**config.mk**
```make
export PLATFORM = sky130hd
export DESIGN_NAME = byte_aligned_gamma_decoder_core
export DESIGN_NICKNAME = d
export VERILOG_FILES = /design/src/bagd_pkg.sv /design/src/bagd_scan.sv /design/src/byte_aligned_gamma_decoder_core.sv
export VERILOG_INCLUDE_DIRS = /design/src /design/src/src
export SDC_FILE = /design/constraint.sdc
export NUM_CORES = 1
export LEC_CHECK = 0
export ABC_AREA = 1
export BUFFER_PORTS_ARGS = -buffer_cell sky130_fd_sc_hd__buf_4
export CELL_PAD_IN_SITES_DETAIL_PLACEMENT = 1
export CELL_PAD_IN_SITES_GLOBAL_PLACEMENT = 1
export CORE_ASPECT_RATIO = 2
export CORE_UTILIZATION = 35
export CTS_CLUSTER_DIAMETER = 200
export CTS_CLUSTER_SIZE = 10
export DETAILED_ROUTE_END_ITERATION = 8
export PLACE_DENSITY_LB_ADDON = 0.1
export SLEW_MARGIN = 20
export SYNTH_ARGS = -nofsm -noshare
export SYNTH_HDL_FRONTEND = slang
export SYNTH_SLANG_ARGS = --single-unit
```
**constraint.sdc**
```tcl
create_clock -name clk -period 16.5 [get_ports clk]
set_input_delay 3.3 -clock clk [delete_from_list [all_inputs] [get_ports clk]]
set_output_delay 3.3 -clock clk [all_outputs]
set_load 0.02 [all_outputs]
```
**src/byte_aligned_gamma_decoder_core_assert.svh**
```systemverilog
// Assertion macros shared by the decoder RTL.
// Each macro takes a label, the clock, the active-low reset and a property expression.
`ifndef BYTE_ALIGNED_GAMMA_DECODER_CORE_ASSERT_SVH
`define BYTE_ALIGNED_GAMMA_DECODER_CORE_ASSERT_SVH

`ifndef SYNTHESIS

`define BAGD_ASSERT(lbl, clk, rstn, prop) \
	lbl: assert property (@(posedge clk) disable iff (!rstn) (prop)) \
		else $error("bagd assertion failed");

`define BAGD_ASSERT_NEVER(lbl, clk, rstn, cond) \
	lbl: assert property (@(posedge clk) disable iff (!rstn) !(cond)) \
		else $error("bagd forbidden condition seen");

`else

`define BAGD_ASSERT(lbl, clk, rstn, prop)
`define BAGD_ASSERT_NEVER(lbl, clk, rstn, cond)

`endif

`endif

```
**src/bagd_pkg.sv**
```systemverilog
`default_nettype none

package bagd_pkg;

	localparam int MAX_PREFIX_DEFAULT = 31;
	localparam int ValueW = 32;
	localparam int ByteW = 8;

	localparam logic [ValueW-1:0] ACC_RESET = ValueW'(1);

	localparam logic STATUS_OK = 1'b0;
	localparam logic STATUS_PREFIX_ERR = 1'b1;

	typedef struct packed {
		logic emit;
		logic status;
		logic [ValueW-1:0] value;
	} scan_res_t;

endpackage

`default_nettype wire

```
**src/bagd_scan.sv**
```systemverilog
`default_nettype none

module bagd_scan #(
	parameter int MaxPrefix = bagd_pkg::MAX_PREFIX_DEFAULT,
	parameter int CntW = $clog2(MaxPrefix + 1)
) (
	input  wire logic [bagd_pkg::ByteW-1:0]  code_byte,
	input  wire logic                        in_payload,
	input  wire logic [CntW-1:0]             bit_count,
	input  wire logic [bagd_pkg::ValueW-1:0] accumulator,
	output      logic                        in_payload_nx,
	output      logic [CntW-1:0]             bit_count_nx,
	output      logic [bagd_pkg::ValueW-1:0] accumulator_nx,
	output      bagd_pkg::scan_res_t         res
);

	logic                        p;
	logic [CntW-1:0]             c;
	logic [bagd_pkg::ValueW-1:0] acc;
	logic                        done;
	logic                        b;

	// Walk the byte MSB first; stop at the first bit that ends a code.
	always_comb begin
		p = in_payload;
		c = bit_count;
		acc = accumulator;
		done = 1'b0;
		b = 1'b0;
		res.emit = 1'b0;
		res.status = bagd_pkg::STATUS_OK;
		res.value = '0;
		for (int k = bagd_pkg::ByteW - 1; k >= 0; k--) begin
			b = code_byte[k];
			if (!done) begin
				if (!p) begin
					if (b) begin
						if (c >= CntW'(MaxPrefix)) begin
							done = 1'b1;
							res.emit = 1'b1;
							res.status = bagd_pkg::STATUS_PREFIX_ERR;
							res.value = '0;
						end else begin
							c = c + CntW'(1);
						end
					end else begin
						p = 1'b1;
						if (c == '0) begin
							done = 1'b1;
							res.emit = 1'b1;
							res.value = acc;
						end
					end
				end else begin
					acc = {acc[bagd_pkg::ValueW-2:0], b};
					if (c != '0)
						c = c - CntW'(1);
					if (c == '0) begin
						done = 1'b1;
						res.emit = 1'b1;
						res.value = acc;
					end
				end
			end
		end
		// A finished code (or an error) drops the rest of the byte and restarts.
		if (res.emit) begin
			in_payload_nx = 1'b0;
			bit_count_nx = '0;
			accumulator_nx = bagd_pkg::ACC_RESET;
		end else begin
			in_payload_nx = p;
			bit_count_nx = c;
			accumulator_nx = acc;
		end
	end

endmodule

`default_nettype wire

```
**src/byte_aligned_gamma_decoder_core.sv**
```systemverilog
// Byte-aligned Elias gamma decoder.
// Input channel: code_byte with in_valid/in_ready, one stream byte per item, bits
// taken MSB first. Each code starts on a fresh byte; bits after a code's end are dropped.
// Output channel: decoded_value and status with out_valid/out_ready. A byte that
// completes a code yields one item; other bytes yield none. status high means the
// prefix ran past MaxPrefix ones: decoded_value is then 0 and the decoder restarts.
// Timing: an accepted byte is held in an input register, where the 8-bit scan
// runs against the decoder state; its result is registered in the output register
// that drives out_valid. A byte can be taken every cycle while the output does not
// stall; the throughput is one item per cycle, set by the combinational scan.
// Stall: the output register holds its item until out_ready. While it is full and
// not taken, a byte that would complete a code waits in the input register and
// in_ready drops; bytes that complete nothing still flow.
// Reset: arst_n clears both registers and puts the decoder at the start of a code.
`default_nettype none

`include "byte_aligned_gamma_decoder_core_assert.svh"

module byte_aligned_gamma_decoder_core #(
	parameter int MaxPrefix = bagd_pkg::MAX_PREFIX_DEFAULT
) (
	input  wire logic                        clk,
	input  wire logic                        arst_n,
	input  wire logic                        in_valid,
	output      logic                        in_ready,
	input  wire logic [bagd_pkg::ByteW-1:0]  code_byte,
	output      logic                        out_valid,
	input  wire logic                        out_ready,
	output      logic [bagd_pkg::ValueW-1:0] decoded_value,
	output      logic                        status
);

	localparam int CntW = $clog2(MaxPrefix + 1);

	logic                        valid_s1;
	logic [bagd_pkg::ByteW-1:0]  code_s1;
	logic                        in_payload_q;
	logic [CntW-1:0]             bit_count_q;
	logic [bagd_pkg::ValueW-1:0] accumulator_q;
	logic                        out_valid_q;
	logic [bagd_pkg::ValueW-1:0] value_q;
	logic                        status_q;

	logic                        in_payload_nx;
	logic [CntW-1:0]             bit_count_nx;
	logic [bagd_pkg::ValueW-1:0] accumulator_nx;
	bagd_pkg::scan_res_t         res;
	logic                        out_free;
	logic                        adv_s1;

	bagd_scan #(
		.MaxPrefix(MaxPrefix),
		.CntW(CntW)
	) u_scan (
		.code_byte(code_s1),
		.in_payload(in_payload_q),
		.bit_count(bit_count_q),
		.accumulator(accumulator_q),
		.in_payload_nx(in_payload_nx),
		.bit_count_nx(bit_count_nx),
		.accumulator_nx(accumulator_nx),
		.res(res)
	);

	assign out_free = !out_valid_q || out_ready;
	// Hold the byte only when it makes an item and the output is still occupied.
	assign adv_s1 = valid_s1 && (!res.emit || out_free);
	assign in_ready = !valid_s1 || adv_s1;

	always_ff @(posedge clk or negedge arst_n) begin
		if (!arst_n) begin
			valid_s1 <= 1'b0;
		end else if (in_valid && in_ready) begin
			valid_s1 <= 1'b1;
		end else if (adv_s1) begin
			valid_s1 <= 1'b0;
		end
	end

	always_ff @(posedge clk) begin
		if (in_valid && in_ready) begin
			code_s1 <= code_byte;
		end
	end

	always_ff @(posedge clk or negedge arst_n) begin
		if (!arst_n) begin
			in_payload_q <= 1'b0;
			bit_count_q <= '0;
			accumulator_q <= bagd_pkg::ACC_RESET;
		end else if (adv_s1) begin
			in_payload_q <= in_payload_nx;
			bit_count_q <= bit_count_nx;
			accumulator_q <= accumulator_nx;
		end
	end

	always_ff @(posedge clk or negedge arst_n) begin
		if (!arst_n) begin
			out_valid_q <= 1'b0;
		end else if (adv_s1 && res.emit) begin
			out_valid_q <= 1'b1;
		end else if (out_ready) begin
			out_valid_q <= 1'b0;
		end
	end

	always_ff @(posedge clk) begin
		if (adv_s1 && res.emit) begin
			value_q <= res.value;
			status_q <= res.status;
		end
	end

	assign out_valid = out_valid_q;
	assign decoded_value = value_q;
	assign status = status_q;

	`BAGD_ASSERT(a_err_zero, clk, arst_n, (out_valid_q && status_q == bagd_pkg::STATUS_PREFIX_ERR) |-> (value_q == '0))
	`BAGD_ASSERT(a_ok_nonzero, clk, arst_n, (out_valid_q && status_q == bagd_pkg::STATUS_OK) |-> (value_q != '0))
	`BAGD_ASSERT_NEVER(a_cnt_range, clk, arst_n, bit_count_q > CntW'(MaxPrefix))
	`BAGD_ASSERT(a_payload_cnt, clk, arst_n, in_payload_q |-> (bit_count_q != '0))

endmodule

`default_nettype wire

```
==> flow_summary_export.csv <==
group,metric,value,unit
yosys,yosys.cell_types.count,55,
clock_network,clock_latency,0.41,ns
cells_and_area,multiInputGateArea,11830,um^2
detailed_routing,wl,84100,um
floorplanning,die_y,308.7,um
sta,drv_slew,0,
clock_network,post_cts_hold_buffer_count,0,
clock_network,htree_levels,3,
detailed_routing,drcViolationCount,0,
worst_hold_path,hp-start,"accumulator_q[31]",
detailed_routing,routed-via-count,20754,
yosys,avgSynthCellArea,5.427,um^2
floorplanning,io_pins,47,
detailed_routing,ant_nets,0,
setup_path,path_class,"flop to output pin",
clock_network,numCtsBuffers,9,
setup_path,cp_max_fo,36,
clock_network,ctsResizeCount,0,
setup_path,critPathMostFrequentCell,"nand2_1",
setup_path,crit_path_max_incr_delay,0.51,ns
grt,grt_pass1_wl,125700,um
clock_network,path_clk_slew,0.08,ns
yosys,synth_flop_cell,"edfxtp_1",
outcome,outcome,"completed",
detailed_routing,wire_per_inst,23.47,um
yosys,syn-instance-count,3033,
sta,tightest_slew,1.212,ns
yosys,mappedNetlistArea,16460,um^2
setup_path,rr_startpoint,"bit_count_q[1]",
setup_path,cp-end-kind,"output pin",
floorplanning,rows,112,
yosys,ys_async_sr_fraction,49.38,%
sta,layout_min_cycle_time,15.34,ns
placed_design,io_buffers,46,
floorplanning,initial_core_util,35.38,%
sta,min_period_over_period,92.95,%
clock_network,tritoncts,"done",
cells_and_area,layout_commonest_cell,"nand2_1",
setup_path,crit_required,13.20,ns
sta,rsz0062_at_grt,"false",
setup_path,cpMaxStageDelayCell,"dfrtp_1",
floorplanning,die_area,47950,um^2
cells_and_area,layout-drive-gt1-share,10.25,%
placed_design,dp_hpwl,65190,um
cells_and_area,final_cell_mix,"nand2_1, inv_1, o21ai_0",
yosys,synth_edf_count,41,
cells_and_area,seqCellArea,2235,um^2
grt,grt_max_degree,79,
grt,antenna_found_initial,3,
cells_and_area,fillers,6622,
run,cap_violations,0,
sta,finalHoldViolCount,0,
detailed_routing,drt_iter0_drc,1307,
yosys,yosysSeqAreaShare,13.57,%
sta,skew,0.03552,ns
grt,grt_overflow,0,
sta,fmax,65.20,MHz
detailed_routing,drt_pass1_iterations,5,
yosys,yosys_warnings,0,
placed_design,finalWeightedCongestion,0.9931,
yosys,ys_ff_latch,81,
clock_network,clock-sinks,81,
worst_hold_path,min_path_type,"flop to flop",
setup_path,crit_start,"bit_count_q[1]",
grt,grt.total_usage,34.92,%
setup_path,arrival,12.04,ns
sta,finalSetupTns,0,ns
clock_network,ctsRootBufferMaster,"clkbuf_16",
sta,slew_headroom,18.36,%
cells_and_area,area_growth,7.016,%
floorplanning,die_x,155.3,um
floorplanning,core,46520,um^2
detailed_routing,avgViaCountPerCell,5.792,
grt,grt_pass1_vias,20737,
yosys,synth_nets,3076,
setup_path,critPathLaunchType,"flop",
clock_network,cts_buffer_depth,2,
cells_and_area,nets,2993,
sta,setup_viol,0,
per-stage QoR:
step / setup slack (ns) / util (%) / cell area (um^2) / instances / hold WS (ns)
2_1_floorplan: 3.907 / - / 16460 / 3033 / 0.4419
3_3_place_gp: 1.721 / 37.12 / 17270 / 3565 / 0.4630
3_5_place_dp: 1.344 / 37.12 / 17270 / 3565 / 0.4629
4_1_cts: 0.8777 / 37.84 / 17610 / 3581 / 0.4818
5_1_grt: 0.02783 / 37.86 / 17610 / 3582 / 0.5011
6_report: 1.164 / 37.86 / 17610 / 3583 / 0.4834
final cells by class:
| class | instances | share of cell area, % |
|---|---|---|
| diodes | 1 | 0.01421 |
| clock buffers | 9 | 1.279 |
| clock inverters | 7 | 0.6180 |
| inverters | 426 | 9.085 |
| multi-input cells | 2321 | 67.13 |
| flip-flops and latches | 81 | 12.69 |
| well taps | 627 | 4.454 |
| repair buffers | 111 | 4.731 |
logic make-up after synthesis:
logic type                 share of synthesized area (%)
DFF                                                13.57
xor gates and xnor gates                          0.2129
buffers and inverters                              14.96
muxes                                             0.1216
and+or+nand+nor                                    39.33
AOI/OAI and AO/OA                                  29.45
adders and majority gates                          2.357
state kept, by name, indices dropped and copies added, names as in the netlist:
name and flops:
valid_s1 1, status 1, bit_count_q 5, accumulator_q 32
out_valid 1, decoded_value 32, in_payload_q 1, code_s1 8
worst paths after layout:
| kind | endpoint | slack [ns] | cells after the start |
|---|---|---|---|
| max | in_ready | 1.16 | 75 |
| min | accumulator_q[31] | 0.48 | 2 |
| max reg2reg | code_s1[1] | 3.80 | 76 |
| min reg2reg | accumulator_q[31] | 0.48 | 2 |
| max in group asynchronous | accumulator_q[0] | 13.23 | 1 |
| min in group asynchronous | bit_count_q[0] | 2.88 | 1 |
metal layers:
metal / vias to the layer above / wire [um] / track usage (%)
li1: 9992 / - / -
met1: 10021 / 30910 / 35.41
met2: 500 / 42020 / 62.43
met3: 235 / 2410 / 3.530
met4: 6 / 8721 / 32.26
met5: - / 43 / 0
synth_stat cells (all sizes together), types with 41 or more instances:
cell type / count / area share [%]
nand2: 832 / 20
inv: 421 / 9.6
o21ai: 364 / 11
a21oi: 323 / 10
nand3: 236 / 7.9
nor2: 226 / 6.2
clkbuf: 150 / 3.4
buf: 56 / 1.8
nand4: 52 / 2.1
nor4: 49 / 1.9
o32ai: 45 / 2.4
edfxtp: 41 / 7.5
what timing repair did:
| item | 4_1_cts | 5_1_grt |
|---|---|---|
| endpoints found under the setup margin | 0 | 1 |
| setup buffers | 0 | 0 |
| endpoints found under the hold margin | 0 | 0 |
worst max-delay path: cells and delay by family (launching register included):
kind	cells	cell delay [ns]
and+or+nand+nor	43	5.22
DFF	1	0.51
AOI/OAI and AO/OA	4	0.68
buffers and inverters	15	2.23
adders and majority gates	13	2.98
Power is left out: the tool's default activity adds up to more than one toggle a clock period on the data nets, which glitch-free logic cannot reach.
